$ cat src/hdl/ntpm_pkg.sv
// shared types, constants and codes of the nearest template point matcher
package ntpm_pkg;

   // default sizes of the template table and coordinate precision
   localparam int CLASS_COUNT_DEF = 64;
   localparam int SIZE_COUNT_DEF  = 8;
   localparam int COORD_BITS_DEF  = 16;

   // fixed field widths
   localparam int KIND_W  = 2;
   localparam int CLASS_W = 6;
   localparam int SIZE_W  = 3;
   localparam int COORD_W = 16;
   localparam int REG_W   = 17;
   localparam int CSR_W   = 2;

   // squared distances, errors and squared thresholds
   localparam int DIST_W = 2 * REG_W;

   // register reset values
   localparam logic [REG_W-1:0] START_DISTANCE_RST   = 17'd131071;
   localparam logic [REG_W-1:0] PAIR_THRESHOLD_RST   = 17'd4096;
   localparam logic [REG_W-1:0] SINGLE_THRESHOLD_RST = 17'd2048;

   typedef enum logic [CSR_W-1:0] {
      CSR_START_DISTANCE   = 2'd0,
      CSR_PAIR_THRESHOLD   = 2'd1,
      CSR_SINGLE_THRESHOLD = 2'd2
   } csr_index_type;

   typedef enum logic [KIND_W-1:0] {
      KIND_LOAD   = 2'd0,
      KIND_PAIR   = 2'd1,
      KIND_SINGLE = 2'd2,
      KIND_NONE   = 2'd3
   } kind_type;

   typedef struct packed {
      kind_type             kind;
      logic [CLASS_W-1:0]   class_index;
      logic [SIZE_W-1:0]    size_index;
      logic [COORD_W-1:0]   first_x;
      logic [COORD_W-1:0]   first_y;
      logic [COORD_W-1:0]   second_x;
      logic [COORD_W-1:0]   second_y;
   } req_type;

   typedef struct packed {
      logic [CLASS_W-1:0]   match_class;
      logic                 found;
   } rsp_type;

   typedef enum logic [2:0] {
      ST_CLEAR,
      ST_IDLE,
      ST_SCAN,
      ST_DRAIN,
      ST_DONE
   } ctrl_state_type;

   // controller to datapath
   typedef struct packed {
      logic load_wr;
      logic start_query;
      logic clr_step;
      logic scan_step;
      logic finish;
   } cmd_type;

   // datapath to controller
   typedef struct packed {
      logic req_is_load;
      logic req_is_scan;
      logic clr_last;
      logic scan_last;
      logic pipe_busy;
      logic out_free;
   } status_type;

endpackage

$ cat src/hdl/ntpm_ctrl.sv
// sequencer for table clearing, loads and query scans
module ntpm_ctrl (
   input  logic                  clock,
   input  logic                  reset,
   input  logic                  req_valid,
   output logic                  req_ready,
   input  ntpm_pkg::status_type  status,
   output ntpm_pkg::cmd_type     cmd
);

   ntpm_pkg::ctrl_state_type state_ff;
   ntpm_pkg::ctrl_state_type state_in;

   always_ff @(posedge clock) begin
      if (reset) begin
         state_ff <= ntpm_pkg::ST_CLEAR;
      end else begin
         state_ff <= state_in;
      end
   end

   // next state
   always_comb begin
      state_in = state_ff;
      case (state_ff)
         ntpm_pkg::ST_CLEAR: begin
            if (status.clr_last) state_in = ntpm_pkg::ST_IDLE;
         end
         ntpm_pkg::ST_IDLE: begin
            if (req_valid && !status.req_is_load) begin
               state_in = status.req_is_scan ? ntpm_pkg::ST_SCAN : ntpm_pkg::ST_DONE;
            end
         end
         ntpm_pkg::ST_SCAN: begin
            if (status.scan_last) state_in = ntpm_pkg::ST_DRAIN;
         end
         ntpm_pkg::ST_DRAIN: begin
            if (!status.pipe_busy) state_in = ntpm_pkg::ST_DONE;
         end
         ntpm_pkg::ST_DONE: begin
            if (status.out_free) state_in = ntpm_pkg::ST_IDLE;
         end
         default: begin
            state_in = ntpm_pkg::ST_CLEAR;
         end
      endcase
   end

   // outputs
   always_comb begin
      cmd       = '0;
      req_ready = 1'b0;
      case (state_ff)
         ntpm_pkg::ST_CLEAR: begin
            cmd.clr_step = 1'b1;
         end
         ntpm_pkg::ST_IDLE: begin
            req_ready = 1'b1;
            if (req_valid) begin
               cmd.load_wr     = status.req_is_load;
               cmd.start_query = !status.req_is_load;
            end
         end
         ntpm_pkg::ST_SCAN: begin
            cmd.scan_step = 1'b1;
         end
         ntpm_pkg::ST_DRAIN: begin
            cmd = '0;
         end
         ntpm_pkg::ST_DONE: begin
            cmd.finish = status.out_free;
         end
         default: begin
            cmd = '0;
         end
      endcase
   end

endmodule

$ cat config.mk
export PLATFORM = sky130hd
export DESIGN_NAME = ntpm_ctrl
export DESIGN_NICKNAME = d
export VERILOG_FILES = /design/src/hdl/ntpm_pkg.sv /design/src/hdl/ntpm_ctrl.sv
export SDC_FILE = /design/constraint.sdc
export NUM_CORES = 1
export LEC_CHECK = 0
export BUFFER_PORTS_ARGS = -buffer_cell sky130_fd_sc_hd__buf_4
export CAP_MARGIN = 20
export CORE_AREA = 10 10 47 49
export CTS_BUF_LIST = sky130_fd_sc_hd__clkbuf_8
export DETAILED_ROUTE_END_ITERATION = 8
export DIE_AREA = 0 0 57 59
export PLACE_DENSITY = 0.49
export SLEW_MARGIN = 25
export SYNTH_ARGS = -nofsm -noshare
export SYNTH_HDL_FRONTEND = slang
export SYNTH_SLANG_ARGS = --single-unit
$ cat constraint.sdc
create_clock -name clock -period 1.5 [get_ports clock]
set_input_delay 0.3 -clock clock [delete_from_list [all_inputs] [get_ports clock]]
set_output_delay 0.3 -clock clock [all_outputs]
set_load 0.05 [all_outputs]
# After elaboration in Yosys (flattened, before gate mapping)

Cells that the tools add are included.

Output and inout bits: 6
Register bits: 3

Reduce and logical (&&, ||, !) cells: 4
Eq/ne operators: 9
Muxes and demuxes: 13

Operators by type and width:

| cell                                                             | count |
|---|---|
| 3-bit 2-to-1 mux                                                 | 6 |
| 3-bit case mux with 5 select lines                               | 1 |
| 2-bit != test (second input constant)                            | 5 |
| 3-bit by 2-bit == test with 1-bit output (second input constant) | 2 |
| 5-bit AND reduction                                              | 1 |
| 1-bit 2-to-1 mux                                                 | 4 |
| 2-bit 2-to-1 mux                                                 | 2 |
| 3-bit by 1-bit == test with 1-bit output (second input constant) | 1 |
| 3-bit == test (second input constant)                            | 1 |
| 3-bit zero test                                                  | 1 |
| 1-bit logical AND                                                | 1 |
| 1-bit zero test                                                  | 1 |

# Logic depth before layout (Yosys ltp)

Gate-level depths: netlist (run 1).

Word-level depth: 4
Gate-level depth with buffers: 4

# Least setup slack after synthesis (run 1)

OpenSTA, ideal clock, no wires.

Path type: register to output
From: register state_ff[0]
To: output port cmd[3] (netlist bit)
Required time: 1200 ps
Path slack: -1228 ps
Arrival time: 2428 ps
Cell stages (with the launch flop): 5
Path buffers: 0
Cell sequence: dfxtp_1 -> inv_2 -> nor3_1 -> nand2_1 -> nor2_1

RTL lines:

| item                   | line            | RTL |
|---|---|---|
| start, declared        | ntpm_ctrl.sv:11 | `ntpm_pkg::ctrl_state_type state_ff;` |
| start signal, assigned | ntpm_ctrl.sv:16 | `state_ff <= ntpm_pkg::ST_CLEAR;` |
| start signal, assigned | ntpm_ctrl.sv:18 | `state_ff <= state_in;` |
| end, declared          | ntpm_ctrl.sv:8  | `output ntpm_pkg::cmd_type cmd` |

==> flow_summary_export.csv, run 1 <==
group,metric,value,unit
layout,final_cell_mix,"buf_4 (12), inv_1 (4), nand2_1 (3), clkbuf_8 (3)",
layout,area_growth,107,%
yosys,synth_flop_cell,"dfxtp_1",
critical_path,r2r_slack,0.20,ns
power_and_ir_drop,p_leak,0.200,nW
grt,gr-total-overflow,0,
critical_path,crit_path_top_delay_cell,"dfxtp_2",
timing,finalSetupViolations,0,
place,hpwlAfterDp,633,um
grt,grt_pass1_vias,311,
outcome,status,"finished clean",
route,drc,0,
layout,nFillCells,160,
timing,fin_ws,0.0668,ns
clocking,clkSinkCount,3,
clocking,hold_buffers,0,
critical_path,path_depth,3,
worst_hold_path,min_path_cells,2,
floorplanning,fp.dieW,57,um
yosys,synth_warnings,0,
worst_hold_path,hold_path.class,"in2reg",
floorplanning,initial_utilization,15.9,%
place,portBuffers,14,
yosys,synth.yosys.seq_area_share,27.0,%
layout,largest_reg_flops,3,
route,wire_per_inst,11.3,um
layout,reg_top3,"state_ff: 3 flops",
clocking,htreeDepth,1,
critical_path,r2r-start,"state_ff[0]",
timing,fin_crit_sh,95.5,%
timing,whs,0.269,ns
route,wl,755,um
place,place_area,383,um2
critical_path,crit_type,"reg2out",
floorplanning,die_h,59,um
place,place_ws,0.167,ns
yosys,synth-async-reset-ratio,0,%
power_and_ir_drop,p_per_area,1710,nW/um2
clocking,cts.clk_slew.worst_paths,0.03,ns
route,drt_iter0_markers,0,
worst_hold_path,hold_path_end,"state_ff[1]",
timing,fin_skew,0.000387,ns
critical_path,cp-start-kind,"register",
route,via_per_inst,4.43,
power_and_ir_drop,power,788,uW
grt,grt_max_degree,9,
timing,rsz0062_at_grt,"false",
route,dr_total_vias,297,
critical_path,crit_buf_inv,1,
route,drtAntennaViolNets,0,
layout,final_area,462,um2
timing,hold_viol,0,
place,place.gp.congestion,0.705,
yosys,synth_edf_count,0,
clocking,cts_buffers,3,
layout,fin_util,32.9,%
yosys,ys_ff_latch,3,
critical_path,cp-end-kind,"output pin",
grt,grt_pass1_wl,1250,um
timing,slew_violations,0,
layout,regMostFlops,"state_ff",
grt,grtUsageTotal,4.59,%
critical_path,path_max_fanout,6,
critical_path,crit_arrival,1.13,ns
floorplanning,rows,14,
critical_path,ff2ff_path_depth,5,
power_and_ir_drop,ir_drop,0.603,mV
layout,nNetsFinal,61,
clocking,insertion_delay,0.21,ns
critical_path,cp.required,1.20,ns
critical_path,reg2reg_to,"state_ff[0]",
yosys,syn-instance-count,32,
layout,layout_commonest_cell,"buf_4",
timing,min_period,1.43,ns
floorplanning,core-area,1400,um2
layout,diodes,0,
flow_run,max_cap_violations,0,
timing,timing.fmax,698,MHz
floorplanning,pin_count,15,
timing,maxSlewHeadroom,77.3,%
grt,antenna_found_initial,0,
clocking,cts_tree,"built",
clocking,cts.path.max_buffers,2,
layout,drive_gt1_share,60.8,%
critical_path,path_delay_family,"simple AND/OR/NAND/NOR gates",
timing,worst-slew-pin-transition,0.340,ns
clocking,cts_root_buf,"clkbuf_8",
yosys,syn-cell-area,223,um2
route,firstDrtPassIters,1,
critical_path,max_stage_delay,0.35,ns
floorplanning,die-area,3360,um2
critical_path,crit_chain,"nor3_4 -> and3_4 -> buf_8",
yosys,avgSynthCellArea,6.96,um2
yosys,ys_types,19,
worst_hold_path,worstHoldStart,"reset",
yosys,syn_nets,41,
==> synth_stat cells (all sizes together), types with 2 or more instances <==
master,n,share of area (%)
inv,4,6.7
nand2,4,6.7
nor2,4,6.7
dfxtp,3,27
nor3,3,6.7
a211o,2,7.9
and3,2,6.2
o21ai,2,4.5
==> how the worst max path moves through the flow <==
| stage | start | end |
|---|---|---|
| floorplan | state_ff[0] | cmd[3] |
| global placement | state_ff[1] | state_ff[0] |
| detailed placement | state_ff[0] | cmd[3] |
| CTS | state_ff[2] | cmd[4] |
| global route | state_ff[1] | cmd[4] |
| finish | state_ff[1] | cmd[4] |
==> cells by family after synthesis <==
kind of cell	share of synthesized area, %
buffers and inverters	6.74
AND/OR/NAND/NOR	40.5
flip-flops	27.0
AO/OA/AOI/OAI	25.8
==> per-layer routing <==
metal / wire length [um] / up-vias / global-route usage, % / part of all wire [%]
met5: 0 / - / 0 / 0
met4: 0 / 0 / 2.01 / 0
met3: 41 / 0 / 2.15 / 5.4
met2: 361 / 9 / 7.60 / 48
met1: 351 / 132 / 4.91 / 46
li1: - / 156 / - / -
==> area by class of cell <==
class / instances / area [um2] / area share, %
Tap cell: 16 / 20.0 / 4.34
Inverter: 4 / 17.5 / 3.79
Clock buffer: 3 / 41.3 / 8.94
Multi-Input combinational cell: 25 / 181 / 39.3
Sequential cell: 3 / 66.3 / 14.4
Timing Repair Buffer: 15 / 131 / 28.5
Clock inverter: 1 / 3.75 / 0.813
==> power by group <==
| group | switching [mW] | total (mW) | internal [mW] |
|---|---|---|---|
| Clock | 0.0485 | 0.222 | 0.174 |
| Sequential | 0.0321 | 0.140 | 0.107 |
| Combinational | 0.263 | 0.426 | 0.163 |
==> what timing repair did <==
action                     in CTS  in global routing
gates cloned                    0                  0
buffers inserted                0                  1
pin swaps                       1                  0
resized for setup               5                  4
setup endpoints to repair       2                  4
==> stage by stage <==
stage | cells | setup TNS [ns]
final | 67 | 0
after floorplan | 32 | -0.438
after global placement | 62 | 0
after detailed placement | 62 | 0
after CTS | 66 | 0
after global routing | 67 | 0
No activity file was read; power rests on OpenSTA's default activity.
==> run 2: changes to the inputs <==
CAP_MARGIN = 40   (was 20)
PLACE_DENSITY = 0.41   (was 0.49)
==> flow_summary_export.csv, run 2 (same netlist as run 1, synthesis figures left out) <==
group,metric,value,unit
critical_path,reg2reg_to,"state_ff[0]",
grt,grtUsageTotal,4.67,%
worst_hold_path,min_path_cells,2,
timing,min_period,1.45,ns
critical_path,r2r_slack,0.19,ns
timing,finalSetupViolations,0,
layout,area_growth,111,%
floorplanning,die-area,3360,um2
route,via_per_inst,4.46,
clocking,clkSinkCount,3,
place,post-place-cells,62,
grt,grt_pass1_vias,317,
critical_path,path_max_fanout,6,
critical_path,cp-end-kind,"output pin",
layout,fin_util,33.6,%
place,portBuffers,14,
clocking,htreeDepth,1,
place,hpwlAfterDp,640,um
grt,antenna_found_initial,0,
clocking,insertion_delay,0.21,ns
route,dr_total_vias,308,
layout,layout_commonest_cell,"buf_4",
grt,grt_pass1_wl,1250,um
layout,drive_gt1_share,60.4,%
layout,diodes,0,
clocking,cts_root_buf,"clkbuf_8",
grt,met3_usage,2.58,%
grt,busiest_layer,"met2",
timing,timing.fmax,690,MHz
layout,final_cell_mix,"buf_4 (15), inv_1 (4), nor2_1 (3), nand2_1 (3), clkbuf_8 (3)",
layout,regMostFlops,"state_ff",
power_and_ir_drop,p_leak,0.210,nW
route,drt_iter0_markers,2,
timing,fin_crit_sh,96.6,%
power_and_ir_drop,p_per_area,1730,nW/um2
route,firstDrtPassIters,2,
clocking,cts.path.max_buffers,2,
grt,grt_util_met2,7.60,%
clocking,cts_tree,"built",
floorplanning,rows,14,
clocking,hold_buffers,0,
layout,nNetsFinal,63,
timing,slew_violations,0,
grt,gr-total-overflow,0,
route,wire_per_inst,11.4,um
critical_path,crit_arrival,1.15,ns
power_and_ir_drop,ir_drop,0.659,mV
route,drtAntennaViolNets,0,
timing,fin_skew,0.00134,ns
timing,hold_viol,0,
clocking,cts_buffers,3,
critical_path,cp-start-kind,"register",
floorplanning,core-area,1400,um2
floorplanning,pin_count,15,
layout,nFillCells,155,
timing,worst-slew-pin-transition,0.381,ns
timing,tns,0,ns
timing,whs,0.267,ns
flow_run,max_cap_violations,0,
route,drc,0,
grt,grt_max_degree,9,
critical_path,ff2ff_path_depth,6,
clocking,cts.clk_slew.worst_paths,0.03,ns
floorplanning,fp.dieW,57,um
critical_path,r2r-start,"state_ff[0]",
worst_hold_path,worstHoldStart,"reset",
floorplanning,initial_utilization,15.9,%
timing,rsz0062_at_grt,"true",
timing,maxSlewHeadroom,74.6,%
floorplanning,die_h,59,um
layout,largest_reg_flops,3,
worst_hold_path,hold_path_end,"state_ff[1]",
place,place.gp.congestion,0.726,
critical_path,cp.required,1.20,ns
route,wl,790,um
critical_path,crit_type,"reg2out",
worst_hold_path,hold_path.class,"in2reg",
layout,stdcell_count,69,
grt,use_met1,4.17,%
power_and_ir_drop,power,816,uW
outcome,status,"finished clean",
layout,reg_top3,"state_ff: 3 flops",
run 2: changes by cell type in the layout (fill, tap and decap cells not counted):
cell	before	now
buf_4	12	15
buf_6	1	0
nor2_1	2	3
nor2_2	1	0
run 2: layout make-up:
class,instances,area (um2),share of cell area [%]
clock inverter,1,3.75,0.798
sequential,3,66.3,14.1
clock buffer,3,41.3,8.78
timing repair buffer,17,143,30.3
inverter,4,17.5,3.72
multi-input combinational,25,179,38.0
tap,16,20.0,4.26
run 2: worst max-delay path by stage:
stage	slack, ns	startpoint	endpoint
floorplan	-0.20	state_ff[0]	cmd[3]
global placement	0.16	state_ff[1]	state_ff[0]
detailed placement	0.17	state_ff[0]	cmd[3]
CTS	0.01	state_ff[0]	cmd[4]
global route	-0.01	state_ff[1]	cmd[4]
finish	0.05	state_ff[1]	cmd[4]
run 2: stage by stage:
stage / instance area, um2 / worst slack, ns
3_3_place_gp: 383 / 0.164
6_report: 470 / 0.0515
4_1_cts: 444 / 0.0141
2_1_floorplan: 258 / -0.196
3_5_place_dp: 383 / 0.165
5_1_grt: 470 / -0.0133
run 2: where the power goes:
part | switching [mW] | internal [mW]
clock | 0.0487 | 0.174
combinational | 0.268 | 0.184
sequential | 0.0339 | 0.107
run 2: critical path, cell delays in order (launching register included):
cell and delay [ns]:
dfxtp_2 0.35, nor3_4 0.23, and3_4 0.22, buf_8 0.14
run 2: repair_timing:
action                                  CTS  global route
buffers inserted                          0             3
resized for setup                         6             1
endpoints found under the setup margin    2             2
pin swaps                                 1             1
run 2: routing by layer:
layer,vias up,part of all wire (%)
met4,0,0
met2,9,52
met3,0,10
met5,-,0
met1,139,38
li1,160,-
==> run 3: changes to the inputs <==
RECOVER_POWER = 50   (was not set)
SKIP_CTS_REPAIR_TIMING = 1   (was not set)
==> flow_summary_export.csv, run 3 (same netlist as run 1, synthesis figures left out) <==
group,metric,value,unit
timing,fin_ws,0.0549,ns
layout,drive_gt1_share,60.4,%
clocking,cts_buffers,3,
critical_path,crit_path_top_delay_cell,"dfxtp_2",
layout,nNetsFinal,63,
clocking,cts_tree,"built",
worst_hold_path,hold_path_end,"state_ff[1]",
critical_path,reg2reg_to,"state_ff[0]",
power_and_ir_drop,ir_drop,0.640,mV
grt,antenna_found_initial,0,
grt,grtUsageTotal,4.58,%
route,dr_total_vias,308,
floorplanning,core-area,1400,um2
timing,min_period,1.45,ns
floorplanning,die-area,3360,um2
grt,grt_pass1_vias,312,
power_and_ir_drop,p_per_area,1730,nW/um2
timing,finalSetupViolations,0,
outcome,status,"finished clean",
critical_path,crit_arrival,1.15,ns
worst_hold_path,worstHoldStart,"reset",
worst_hold_path,min_path_cells,2,
clocking,cts_root_buf,"clkbuf_8",
floorplanning,pin_count,15,
timing,hold_viol,0,
power_and_ir_drop,power,804,uW
critical_path,crit_buf_inv,1,
critical_path,cp-start-kind,"register",
clocking,cts.clk_slew.worst_paths,0.03,ns
floorplanning,rows,14,
critical_path,path_max_fanout,6,
layout,largest_reg_flops,3,
timing,maxSlewHeadroom,74.3,%
route,drc,0,
route,drt_iter0_markers,3,
critical_path,cp.required,1.20,ns
place,place_area,383,um2
layout,regMostFlops,"state_ff",
timing,worst-slew-pin-transition,0.386,ns
worst_hold_path,hold_path.class,"in2reg",
place,place.gp.congestion,0.726,
clocking,clkSinkCount,3,
timing,slew_violations,0,
place,place_ws,0.165,ns
critical_path,cp-end-kind,"output pin",
critical_path,ff2ff_path_depth,6,
layout,reg_top3,"state_ff: 3 flops",
place,hpwlAfterDp,640,um
route,drtAntennaViolNets,0,
clocking,insertion_delay,0.21,ns
grt,gr-total-overflow,0,
critical_path,crit_type,"reg2out",
route,firstDrtPassIters,4,
critical_path,max_stage_delay,0.35,ns
clocking,cts.path.max_buffers,2,
grt,grt_pass1_wl,1230,um
layout,layout_commonest_cell,"buf_4",
clocking,htreeDepth,1,
critical_path,path_delay_family,"simple AND/OR/NAND/NOR gates",
route,wire_per_inst,11.6,um
layout,final_cell_mix,"buf_4 (14), inv_1 (4), nor2_1 (3), nand2_1 (3), clkbuf_8 (3)",
floorplanning,fp.dieW,57,um
timing,fin_skew,0.00169,ns
critical_path,crit_chain,"nor3_4 -> and3_4 -> buf_8",
route,via_per_inst,4.46,
layout,diodes,0,
flow_run,max_cap_violations,0,
timing,rsz0062_at_grt,"true",
power_and_ir_drop,p_leak,0.208,nW
floorplanning,initial_utilization,15.9,%
route,wl,797,um
critical_path,r2r-start,"state_ff[0]",
layout,final_area,464,um2
timing,fin_crit_sh,96.3,%
timing,tns,0,ns
timing,timing.fmax,692,MHz
place,portBuffers,14,
grt,grt_max_degree,9,
critical_path,r2r_slack,0.18,ns
layout,area_growth,108,%
floorplanning,die_h,59,um
run 3: metrics by stage:
stage	hold slack (ns)	util (%)	std cells
5_1_grt	0.271	33.1	69
6_report	0.266	33.1	69
2_1_floorplan	0.369	-	32
3_5_place_dp	0.493	27.3	62
4_1_cts	0.268	30.5	66
3_3_place_gp	0.494	27.3	62
run 3: metal layers:
metal / vias to the layer above / global-route usage (%) / wire length (um)
met5: - / 0 / 0
met4: 0 / 4.03 / 0
met3: 0 / 2.58 / 87
met2: 11 / 7.13 / 407
met1: 138 / 4.29 / 302
li1: 159 / - / -
run 3: area by class of cell:
class	instances	area (um2)
Fill cell	158	937
Multi-Input combinational cell	25	179
Timing Repair Buffer	17	136
Sequential cell	3	66.3
Clock buffer	3	41.3
Tap cell	16	20.0
Inverter	4	17.5
Clock inverter	1	3.75
run 3: how the worst max path moves through the flow:
| stage | slack (ns) | startpoint | cells past startpoint | to |
|---|---|---|---|---|
| 2_1_floorplan | -0.20 | state_ff[0] | 4 | cmd[3] |
| 3_3_place_gp | 0.16 | state_ff[1] | 4 | state_ff[0] |
| 3_5_place_dp | 0.17 | state_ff[0] | 5 | cmd[3] |
| 4_1_cts | -0.06 | state_ff[0] | 5 | cmd[3] |
| 5_1_grt | -0.02 | state_ff[1] | 3 | cmd[4] |
| 6_report | 0.05 | state_ff[1] | 3 | cmd[4] |
run 3: power breakdown:
group | internal [mW] | leakage [nW] | total (mW) | switching (mW)
Combinational | 0.173 | 0.155 | 0.439 | 0.267
Clock | 0.174 | 0.0269 | 0.223 | 0.0491
Sequential | 0.107 | 0.0261 | 0.141 | 0.0340
